--- src/hw/rtl/power_product_string_hash_macros.svh ---
// Assertion macros shared by the hash block.
`ifndef POWER_PRODUCT_STRING_HASH_MACROS_SVH
`define POWER_PRODUCT_STRING_HASH_MACROS_SVH

// Condition holds at every edge out of reset.
`define PPH_ASSERT(lbl, cond, msg) \
  lbl: assert property (@(posedge clk) disable iff (rst) (cond)) else $error(msg);

// Antecedent implies consequent in the same cycle.
`define PPH_ASSERT_IMP(lbl, ante, cons, msg) \
  lbl: assert property (@(posedge clk) disable iff (rst) (ante) |-> (cons)) else $error(msg);

// Antecedent implies consequent in the following cycle.
`define PPH_ASSERT_NXT(lbl, ante, cons, msg) \
  lbl: assert property (@(posedge clk) disable iff (rst) (ante) |=> (cons)) else $error(msg);

`endif

--- src/hw/rtl/pphash_pkg.sv ---
package pphash_pkg;

  localparam int unsigned MAX_LEN = 256;
  localparam int unsigned POS_W   = $clog2(MAX_LEN + 1);
  localparam int unsigned BYTE_W  = 8;
  localparam int unsigned BASE_W  = 32;
  localparam int unsigned HASH_W  = 64;
  localparam int unsigned HALF_W  = 32;
  localparam int unsigned STEP_W  = $clog2(BASE_W + 1);

  typedef enum logic [3:0] {
    S_IDLE,
    S_SETUP,
    S_LOOP,
    S_MUL_A,
    S_MUL_B,
    S_MUL_C,
    S_CHECK,
    S_MOD,
    S_FOLD_A,
    S_FOLD_B,
    S_FOLD_C,
    S_FOLD_SUM,
    S_END
  } state_t;

  typedef enum logic [1:0] {
    MP_NONE,
    MP_LL,
    MP_HL,
    MP_LH
  } mul_phase_t;

  typedef struct packed {
    logic       in_load;
    logic       setup;
    mul_phase_t mul_phase;
    logic       mul_fold;
    logic       acc_load;
    logic       k_inc;
    logic       mod_start;
    logic       rebase;
    logic       fold_update;
    logic       overflow_set;
    logic       out_load;
    logic       clear;
  } cmd_t;

  typedef struct packed {
    logic in_last;
    logic pos_full;
    logic k_done;
    logic k_zero;
    logic sum_zero;
    logic mod_done;
    logic out_free;
  } status_t;

endpackage

--- src/hw/rtl/pphash_ctrl.sv ---
`include "power_product_string_hash_macros.svh"

module pphash_ctrl (
  input  logic              clk,
  input  logic              rst,
  input  logic              in_valid,
  output logic              in_ready,
  input  pphash_pkg::status_t st,
  output pphash_pkg::cmd_t    cmd
);

  pphash_pkg::state_t state, state_next;

  always_ff @(posedge clk) begin
    if (rst) begin
      state <= pphash_pkg::S_IDLE;
    end else begin
      state <= state_next;
    end
  end

  always_comb begin
    state_next    = state;
    cmd           = '0;
    cmd.mul_phase = pphash_pkg::MP_NONE;
    in_ready      = 1'b0;
    case (state)
      pphash_pkg::S_IDLE: begin
        in_ready = 1'b1;
        if (in_valid) begin
          cmd.in_load = 1'b1;
          state_next  = pphash_pkg::S_SETUP;
        end
      end
      pphash_pkg::S_SETUP: begin
        if (st.pos_full) begin
          cmd.overflow_set = 1'b1;
          state_next       = pphash_pkg::S_END;
        end else begin
          cmd.setup  = 1'b1;
          state_next = pphash_pkg::S_LOOP;
        end
      end
      pphash_pkg::S_LOOP: begin
        state_next = st.k_done ? pphash_pkg::S_FOLD_A : pphash_pkg::S_MUL_A;
      end
      pphash_pkg::S_MUL_A: begin
        cmd.mul_phase = pphash_pkg::MP_LL;
        state_next    = pphash_pkg::S_MUL_B;
      end
      pphash_pkg::S_MUL_B: begin
        cmd.mul_phase = pphash_pkg::MP_HL;
        state_next    = pphash_pkg::S_MUL_C;
      end
      pphash_pkg::S_MUL_C: begin
        cmd.mul_phase = pphash_pkg::MP_LH;
        state_next    = pphash_pkg::S_CHECK;
      end
      pphash_pkg::S_CHECK: begin
        cmd.acc_load = 1'b1;
        if (!st.sum_zero) begin
          cmd.k_inc  = 1'b1;
          state_next = pphash_pkg::S_LOOP;
        end else if (st.k_zero) begin
          state_next = pphash_pkg::S_FOLD_A;
        end else begin
          cmd.mod_start = 1'b1;
          state_next    = pphash_pkg::S_MOD;
        end
      end
      pphash_pkg::S_MOD: begin
        if (st.mod_done) begin
          cmd.rebase = 1'b1;
          state_next = pphash_pkg::S_LOOP;
        end
      end
      pphash_pkg::S_FOLD_A: begin
        cmd.mul_fold  = 1'b1;
        cmd.mul_phase = pphash_pkg::MP_LL;
        state_next    = pphash_pkg::S_FOLD_B;
      end
      pphash_pkg::S_FOLD_B: begin
        cmd.mul_fold  = 1'b1;
        cmd.mul_phase = pphash_pkg::MP_HL;
        state_next    = pphash_pkg::S_FOLD_C;
      end
      pphash_pkg::S_FOLD_C: begin
        cmd.mul_fold  = 1'b1;
        cmd.mul_phase = pphash_pkg::MP_LH;
        state_next    = pphash_pkg::S_FOLD_SUM;
      end
      pphash_pkg::S_FOLD_SUM: begin
        cmd.fold_update = 1'b1;
        state_next      = pphash_pkg::S_END;
      end
      pphash_pkg::S_END: begin
        if (!st.in_last) begin
          state_next = pphash_pkg::S_IDLE;
        end else if (st.out_free) begin
          cmd.out_load = 1'b1;
          cmd.clear    = 1'b1;
          state_next   = pphash_pkg::S_IDLE;
        end
      end
      default: begin
        state_next = pphash_pkg::S_IDLE;
      end
    endcase
  end

  `PPH_ASSERT_IMP(a_load_free, cmd.out_load, st.out_free, "result loaded over a pending one")
  `PPH_ASSERT_IMP(a_mod_divisor, cmd.mod_start, !st.k_zero, "reduction started with zero divisor")
  `PPH_ASSERT_NXT(a_accept_busy, in_valid && in_ready, state == pphash_pkg::S_SETUP,
                  "request taken without starting work")

endmodule

--- src/hw/rtl/pphash_dp.sv ---
module pphash_dp (
  input  logic                              clk,
  input  logic                              rst,
  input  logic [pphash_pkg::BYTE_W-1:0]     byte_value,
  input  logic                              is_last,
  input  pphash_pkg::cmd_t                  cmd,
  output pphash_pkg::status_t               st,
  output logic                              out_valid,
  input  logic                              out_ready,
  output logic [pphash_pkg::HASH_W-1:0]     hash_value,
  output logic                              too_long
);

  localparam int unsigned POS_W  = pphash_pkg::POS_W;
  localparam int unsigned BASE_W = pphash_pkg::BASE_W;
  localparam int unsigned HASH_W = pphash_pkg::HASH_W;
  localparam int unsigned HALF_W = pphash_pkg::HALF_W;
  localparam int unsigned BYTE_W = pphash_pkg::BYTE_W;
  localparam int unsigned STEP_W = pphash_pkg::STEP_W;

  logic [HASH_W-1:0] product;
  logic [POS_W-1:0]  pos;
  logic              overflow;
  logic [BASE_W-1:0] base;
  logic              last;
  logic [POS_W-1:0]  count;
  logic [POS_W-1:0]  k;
  logic [HASH_W-1:0] acc;

  logic [HASH_W-1:0] r0;
  logic [HALF_W-1:0] r1;
  logic [HALF_W-1:0] r2;
  logic [HASH_W-1:0] op_a;
  logic [HASH_W-1:0] op_b;
  logic [HALF_W-1:0] mx;
  logic [HALF_W-1:0] my;
  logic [HASH_W-1:0] mprod;
  logic [HALF_W-1:0] mid_sum;
  logic [HASH_W-1:0] sum;

  logic              mod_busy;
  logic [STEP_W-1:0] mod_cnt;
  logic [BASE_W-1:0] mod_src;
  logic [POS_W-1:0]  rem;
  logic [POS_W:0]    rem_sh;
  logic [POS_W:0]    rem_diff;
  logic              rem_ge;

  assign op_a = cmd.mul_fold ? product : acc;
  assign op_b = cmd.mul_fold ? (acc + HASH_W'(1)) : HASH_W'(base);

  always_comb begin
    mx = op_a[HALF_W-1:0];
    my = op_b[HALF_W-1:0];
    case (cmd.mul_phase)
      pphash_pkg::MP_HL: begin
        mx = op_a[HASH_W-1:HALF_W];
      end
      pphash_pkg::MP_LH: begin
        my = op_b[HASH_W-1:HALF_W];
      end
      default: begin
      end
    endcase
  end

  assign mprod   = HASH_W'(mx) * HASH_W'(my);
  assign mid_sum = r1 + r2;
  assign sum     = r0 + {mid_sum, HALF_W'(0)};

  always_ff @(posedge clk) begin
    case (cmd.mul_phase)
      pphash_pkg::MP_LL: r0 <= mprod;
      pphash_pkg::MP_HL: r1 <= mprod[HALF_W-1:0];
      pphash_pkg::MP_LH: r2 <= mprod[HALF_W-1:0];
      default: begin
      end
    endcase
  end

  assign rem_sh   = {rem, mod_src[BASE_W-1]};
  assign rem_diff = rem_sh - {1'b0, k};
  assign rem_ge   = rem_sh >= {1'b0, k};

  always_ff @(posedge clk) begin
    if (rst) begin
      mod_busy <= 1'b0;
    end else if (cmd.mod_start) begin
      mod_busy <= 1'b1;
    end else if (mod_busy && mod_cnt == '0) begin
      mod_busy <= 1'b0;
    end
  end

  always_ff @(posedge clk) begin
    if (cmd.mod_start) begin
      mod_cnt <= STEP_W'(BASE_W);
      mod_src <= base;
      rem     <= '0;
    end else if (mod_busy && mod_cnt != '0) begin
      mod_cnt <= mod_cnt - STEP_W'(1);
      mod_src <= {mod_src[BASE_W-2:0], 1'b0};
      rem     <= rem_ge ? rem_diff[POS_W-1:0] : rem_sh[POS_W-1:0];
    end
  end

  always_ff @(posedge clk) begin
    if (cmd.in_load) begin
      base  <= {{(BASE_W-BYTE_W){byte_value[BYTE_W-1]}}, byte_value};
      last  <= is_last;
      count <= pos + POS_W'(1);
    end else if (cmd.rebase) begin
      base  <= BASE_W'(rem) + BASE_W'(1);
      count <= count - POS_W'(1);
    end
    if (cmd.setup) begin
      acc <= HASH_W'(base);
      k   <= '0;
    end else if (cmd.rebase) begin
      acc <= HASH_W'(rem) + HASH_W'(1);
      k   <= '0;
    end else begin
      if (cmd.acc_load) begin
        acc <= sum;
      end
      if (cmd.k_inc) begin
        k <= k + POS_W'(1);
      end
    end
  end

  always_ff @(posedge clk) begin
    if (rst || cmd.clear) begin
      product  <= HASH_W'(1);
      pos      <= '0;
      overflow <= 1'b0;
    end else begin
      if (cmd.fold_update) begin
        product <= sum;
        pos     <= pos + POS_W'(1);
      end
      if (cmd.overflow_set) begin
        overflow <= 1'b1;
      end
    end
  end

  always_ff @(posedge clk) begin
    if (rst) begin
      out_valid <= 1'b0;
    end else if (cmd.out_load) begin
      out_valid <= 1'b1;
    end else if (out_ready) begin
      out_valid <= 1'b0;
    end
  end

  always_ff @(posedge clk) begin
    if (cmd.out_load) begin
      hash_value <= product;
      too_long   <= overflow;
    end
  end

  assign st.in_last  = last;
  assign st.pos_full = pos >= POS_W'(pphash_pkg::MAX_LEN);
  assign st.k_done   = k == count;
  assign st.k_zero   = k == '0;
  assign st.sum_zero = sum == '0;
  assign st.mod_done = mod_busy && mod_cnt == '0;
  assign st.out_free = !out_valid || out_ready;

endmodule

--- src/hw/rtl/power_product_string_hash.sv ---
// Channel   Direction  tdata                     tuser     tlast
// s_axis    in         [7:0] byte_value          -         is_last
// m_axis    out        [63:0] hash_value         too_long  -
//
// One byte at a time; the byte at position i goes through the shared 32x32 multiplier
// (three partial products per 64-bit multiply).
// A zero product with a nonzero index adds a bit-serial remainder and reruns
// the power from the reduced base.
// Reset (rst, synchronous) restores product 1, position 0, no overflow.
// A result stalled on m_axis holds the block in its last step of the next
// password until the pending result is taken.
module power_product_string_hash (
  input  logic                              clk,
  input  logic                              rst,
  input  logic                              s_axis_tvalid,
  output logic                              s_axis_tready,
  input  logic [pphash_pkg::BYTE_W-1:0]     s_axis_tdata,   // [7:0] byte_value
  input  logic                              s_axis_tlast,
  output logic                              m_axis_tvalid,
  input  logic                              m_axis_tready,
  output logic [pphash_pkg::HASH_W-1:0]     m_axis_tdata,   // [63:0] hash_value
  output logic                              m_axis_tuser    // [0] too_long
);

  pphash_pkg::cmd_t    cmd;
  pphash_pkg::status_t st;

  pphash_ctrl u_ctrl (
    .clk      (clk),
    .rst      (rst),
    .in_valid (s_axis_tvalid),
    .in_ready (s_axis_tready),
    .st       (st),
    .cmd      (cmd)
  );

  pphash_dp u_dp (
    .clk        (clk),
    .rst        (rst),
    .byte_value (s_axis_tdata),
    .is_last    (s_axis_tlast),
    .cmd        (cmd),
    .st         (st),
    .out_valid  (m_axis_tvalid),
    .out_ready  (m_axis_tready),
    .hash_value (m_axis_tdata),
    .too_long   (m_axis_tuser)
  );

endmodule
--- config.mk ---
export PLATFORM = sky130hd
export DESIGN_NAME = power_product_string_hash
export DESIGN_NICKNAME = d
export VERILOG_FILES = /design/src/hw/rtl/pphash_pkg.sv /design/src/hw/rtl/pphash_ctrl.sv /design/src/hw/rtl/pphash_dp.sv /design/src/hw/rtl/power_product_string_hash.sv
export VERILOG_INCLUDE_DIRS = /design/src /design/src/hw/rtl
export SDC_FILE = /design/constraint.sdc
export NUM_CORES = 2
export LEC_CHECK = 0
export BUFFER_PORTS_ARGS = -buffer_cell sky130_fd_sc_hd__buf_2
export CAP_MARGIN = 15
export CORE_UTILIZATION = 60
export DETAILED_ROUTE_END_ITERATION = 7
export PLACE_DENSITY_LB_ADDON = 0.1
export SYNTH_ARGS = -nofsm -noshare
export SYNTH_HDL_FRONTEND = slang
export SYNTH_SLANG_ARGS = --single-unit
export TNS_END_PERCENT = 30
--- constraint.sdc ---
create_clock -name clk -period 24.2 [get_ports clk]
set_input_delay 0 -clock clk [delete_from_list [all_inputs] [get_ports clk]]
set_output_delay 0 -clock clk [all_outputs]
set_load 0.005 [all_outputs]
# == Yosys cells after proc, flatten, opt, wreduce, memory -nomap -nowiden ==
# Cells that the tools add are included.
# classes
add_sub_neg,10
mul,1
magnitude_cmp,2
n_eq_ne,19
mux,46
reduce_logical,22
# ops
cell,n
two-way mux 64 bit,4
two-way mux 32 bit,7
"adder 64 x 1 -> 64 bit, second input constant",1
adder 64 bit,1
logical NOT 64 bit,1
multiplier 32 x 32 -> 64 bit,1
one-hot mux 4 bit (13 select lines),1
adder 32 bit,1
two-way mux 4 bit,8
two-way mux 9 bit,3
"adder 9 x 1 -> 10 bit, second input constant",2
"== test 4 bit, second input constant",5
"adder 9 x 1 -> 9 bit, second input constant",2
two-way mux 1 bit,18
"== test 4 x 3 -> 1 bit, second input constant",4
>= comparator 10 x 9 -> 1 bit,1
nonzero test 2 bit,5
== test 9 bit,1
">= comparator 9 bit, second input constant",1
logical NOT 9 bit,1
"subtractor 9 x 1 -> 9 bit, second input constant",1
subtractor 9 bit,1
"== test 4 x 2 -> 1 bit, second input constant",2
OR reduction 2 bit,4
other kinds (18),24
# totals
reg_bits,435
in_bits,13
output_inout_bits,67
wordCells,120

# == Logic depth before layout (Yosys ltp) ==
# depth
depth_word,8
mapped_depth,38
depth_no_buf,34

# == By module ==
# From an unflattened synthesis, not the netlist that was laid out.
# hier_totals
hier_cells,5776
hier_area_um2,53570.1
# modules_own_cells
mod,n_inst,cells_per_inst,area_per_inst_um2
pphash_dp,1,5714,53141.0
pphash_ctrl,1,62,429.2

# == Worst setup path before layout ==
# No wires, ideal clock.
# synth_path
path_kind,register to register
from,register u_ctrl.state[3]
to,register u_dp.r0[62] (data pin)
arrival_ns,10.271
required_ns,24.042
path_slack_ns,13.771
path_stages_with_launch,34
cell_sequence,dfxtp_1 > clkbuf_1 > inv_1 > nor2_1 > nand2_1 > o21ai_1 > clkbuf_1 > o22a_1 > clkbuf_1 > nor2_1 > fa_1 > inv_1 > fa_1 > fa_1 > fa_1 > inv_1 > fa_1 > inv_1 > fa_1 > inv_1 > fa_1 > fa_1 > ha_1 > clkbuf_1 > nand3_1 > or3_1 > or2_2 > o211ai_1 > a31o_2 > a221o_1 > a21oi_1 > o311a_1 > or4b_2 > o211ai_1
# synth_between
elab_chain_cells,6
word_cells_on_any_way,19
cone_classes,mul: 1; eq/ne: 8; mux: 6; reduce/logical: 4
# synth_lines
element,line,rtl
start: declaration,pphash_ctrl.sv:12,"pphash_pkg::state_t state, state_next;"
start signal: assignment,pphash_ctrl.sv:16,state <= pphash_pkg::S_IDLE;
start signal: assignment,pphash_ctrl.sv:18,state <= state_next;
"== test 4 x 3 -> 1 bit, or another cell as far along",pphash_ctrl.sv:27,case (state)
OR reduction 2 bit (no source line) / OR reduction 3 bit (equally long branches),-,
one-hot mux 2 bit (3 select lines) / two-way mux 1 bit (equally long branches),pphash_ctrl.sv:27,
"== test 2 bit, or another cell as far along",pphash_dp.sv:55,case (cmd.mul_phase)
two-way mux 32 bit,pphash_dp.sv:55,
multiplier 32 x 32 -> 64 bit (*),pphash_dp.sv:67,assign mprod = HASH_W'(mx) * HASH_W'(my);
net u_dp.mprod[62],pphash_dp.sv:37,logic [HASH_W-1:0] mprod;
end signal: assignment,pphash_dp.sv:73,pphash_pkg::MP_LL: r0 <= mprod;
end: declaration,pphash_dp.sv:30,logic [HASH_W-1:0] r0;
# Mark *: on every way through the listed nets, which the timed path passes. The rest lies on a longest branch.
# A chain may end at the register's enable or synchronous reset.

# == Worst setup path after layout ==
# Same ends and word-level chain as after synthesis.

==> results.yml <==
timing:
  setup_viol: 0
  slew_viol_final: 0
  max_freq_mhz: 81.9
  tns_ns: 0
  max_slew_margin_pct: 11.5
  rsz0062_at_grt: "false"
  worst_slew_pin_slew_ns: 1.31
  clock_skew_ns: 0.0250
  period_share_pct: 50.5
  hold_viol: 0
  period_needed_ns: 12.21
finish:
  regArea_mm2: 0.0111
  multi_input_area_mm2: 0.0386
  drive_gt1_share_pct: 6.34
  num-fill-cells: 7508
  nets: 7121
  area_delta_synth_final_pct: 6.17
setup_path:
  worstSetupPathType: "flop to flop"
  start_kind: "flop"
  cp-end-kind: "flop"
  slowest_delay_ns: 0.81
  critPathSlowestCell: "buf_4"
  critical_path_peak_fanout: 72
  cp_data_arrival_time_ns: 12.64
  cp_top_family: "adder cells"
  required_ns: 24.62
  critPathBufInv: 8
  cpMostUsedCell: "fa_1"
floorplanning:
  fp.dieW_um: 302
  die-area_mm2: 0.0912
  io_pins: 80
  initial_core_util_pct: 60.8
  rows: 109
  core_mm2: 0.0888
  die_y_um: 302
flow_run:
  drv_cap: 0
place:
  place.gp.congestion: 1.06
  dp_hpwl_um: 140000
  portBuffers: 79
yosys:
  ys_seq_area_share_pct: 20.5
  async_flop_share_pct: 0
  synth_commonest_cells: "inv_1 (920), fa_1 (899), nand2_1 (807), nor2_1 (787), ha_1 (342)"
  syn_area_mm2: 0.0540
  synthesis.nets: 7180
  yosys_register_bits: 414
  synth.area.top_cells: "fa_1 (33%), edfxtp_1 (15%), ha_1 (7.9%)"
  ys.flop_type: "edfxtp_1"
  synth_edf_count: 278
  netlist.top_cell.by_area: "fa_1"
  synthesis.instances: 5926
  synth_cell_types: 81
  synth.most_common_cell: "inv_1"
  syn_area_per_cell_um2: 9.11
  yosys_warnings: 0
  synth_top_area_share_pct: 33.3
detailed_routing:
  routedWlPerCell_um: 26.3
  drc: 6
  num_vias: 43959
  ant_nets: 0
  drtIter0Drc: 4747
  wl_um: 186000
  viasPerCell: 6.22
  drtPass1Iterations: 8
cts:
  htreeDepth: 2
  ctsResizeCount: 0
  clkTransAtPathRegs_ns: 0.08
  numCtsBuffers: 40
  cts_buffer_depth: 3
  clkSinkCount: 414
  clkLatencyLatePin_ns: 0.58
  cts_tree: "built"
  cts_root_buf: "clkbuf_16"
global_routing:
  overflow: 0
  track_usage_pct: 41.6
  antenna_found_initial: 11
  grt_max_degree: 73
  grt_first_pass_wirelength_um: 277000
  grt_pass1_vias: 43872
outcome:
  failed_checks: "DRC"
  status: "complete, but fails checks"
hold_path:
  hp-class: "input port to flop"
==> cell families (layout without fill, tap and decap cells) <==
family,after synthesis,after routing,share of synthesized area [%]
AND/OR/NAND/NOR,2022,2022,15.8
buffers and inverters,1224,1197,8.66
AO/OA/AOI/OAI,766,766,9.16
multiplexers,54,54,1.25
XOR/XNOR,205,205,3.33
flip-flops,414,414,20.5
adder cells (fa/ha/maj),1241,1241,41.3
other,0,6,0
==> registers in the layout, indices dropped and copies added, names as in the netlist <==
| name | cells |
|---|---|
| u_ctrl.state | 4 |
| u_dp.acc | 64 |
| u_dp.base | 11 |
| u_dp.count | 9 |
| u_dp.hash_value | 64 |
| u_dp.k | 9 |
| u_dp.last | 1 |
| u_dp.mod_busy | 1 |
| u_dp.mod_cnt | 6 |
| u_dp.mod_src | 32 |
| u_dp.out_valid | 1 |
| u_dp.overflow | 1 |
| u_dp.pos | 9 |
| u_dp.product | 64 |
| u_dp.r0 | 64 |
| u_dp.r1 | 32 |
| u_dp.r2 | 32 |
| u_dp.rem | 9 |
| u_dp.too_long | 1 |
==> final cells by class <==
cell class	count	share of cell area, %
inverters	920	6.03
multi-input cells	4288	67.4
diodes	6	0.0262
clock buffers	47	1.83
flip-flops and latches	414	19.3
repair buffers	203	2.37
well taps	1165	2.54
clock inverters	27	0.522
==> cell usage in the layout (no fill, tap or decap), types with 10 or more instances in the layout <==
cell type,Yosys,final
o21bai_1,18,18
a22oi_1,15,15
nand2_1,807,805
xor2_1,93,93
nand3_1,120,119
mux2i_1,21,21
and2_1,40,40
buf_4,0,112
nor4_1,19,18
nand4_1,41,41
or2_2,10,10
nor2b_1,21,21
o211ai_1,22,22
o22a_1,20,13
o31ai_1,13,13
a2111oi_0,11,11
buf_2,9,79
edfxtp_1,278,278
inv_1,920,920
xnor2_1,112,112
o21ai_0,122,99
a21o_1,85,85
dlygate4sd3_1,0,12
nor2_1,787,781
a21oi_1,243,241
a31oi_1,16,15
mux2_4,25,25
o21ai_1,18,17
and3_1,23,23
nor3_1,47,45
clkbuf_16,0,40
a211oi_1,30,30
and4_1,14,14
o22ai_1,18,10
dfxtp_1,136,136
fa_1,899,899
nand2b_1,53,53
o21a_1,57,57
ha_1,342,342
o21ai_4,0,17
==> per-layer routing <==
layer | wire [um] | share of wire [%] | GRT usage, % | vias to the layer above
met5 | 74 | 0.040 | 0 | -
li1 | - | - | - | 18671
met4 | 12500 | 6.7 | 22.4 | 12
met2 | 82400 | 44 | 63.5 | 2628
met1 | 68000 | 37 | 53.8 | 22036
met3 | 22700 | 12 | 11.7 | 612
==> per-stage QoR <==
stage / cells / instance area [um^2] / hold WS, ns / utilization (%) / setup WS (ns)
after floorplan: 5926 / 54000 / 0.0989 / - / 13.77
after global placement: 6978 / 55800 / 0.191 / 62.9 / 12.45
after detailed placement: 6978 / 55800 / 0.189 / 62.9 / 12.27
after CTS: 7064 / 57300 / 0.127 / 64.5 / 12.21
after global routing: 7064 / 57300 / 0.153 / 64.5 / 11.52
final: 7070 / 57300 / 0.142 / 64.6 / 11.99
==> final timing paths <==
path | cells after the start | slack [ns] | from | to
worst max register to register | 33 | 11.99 | u_ctrl.state[3]$_SDFFE_PP0P_ | u_dp.r0[62]$_DFFE_PN_
worst min register to register | 0 | 0.46 | u_dp.overflow$_SDFFE_PP0P_ | u_dp.too_long$_DFFE_PP_
worst max-delay path | 33 | 11.99 | u_ctrl.state[3]$_SDFFE_PP0P_ | u_dp.r0[62]$_DFFE_PN_
worst min-delay path | 2 | 0.14 | s_axis_tlast | u_dp.last$_DFFE_PP_
==> timing repair <==
action                                 4_1_cts  5_1_grt
endpoints found under the hold margin       18        0
setup buffers                                0        0
hold buffers                                12        0
Power is left out: the tool's default activity adds up to more than one toggle a clock period on the data nets, which glitch-free logic cannot reach.
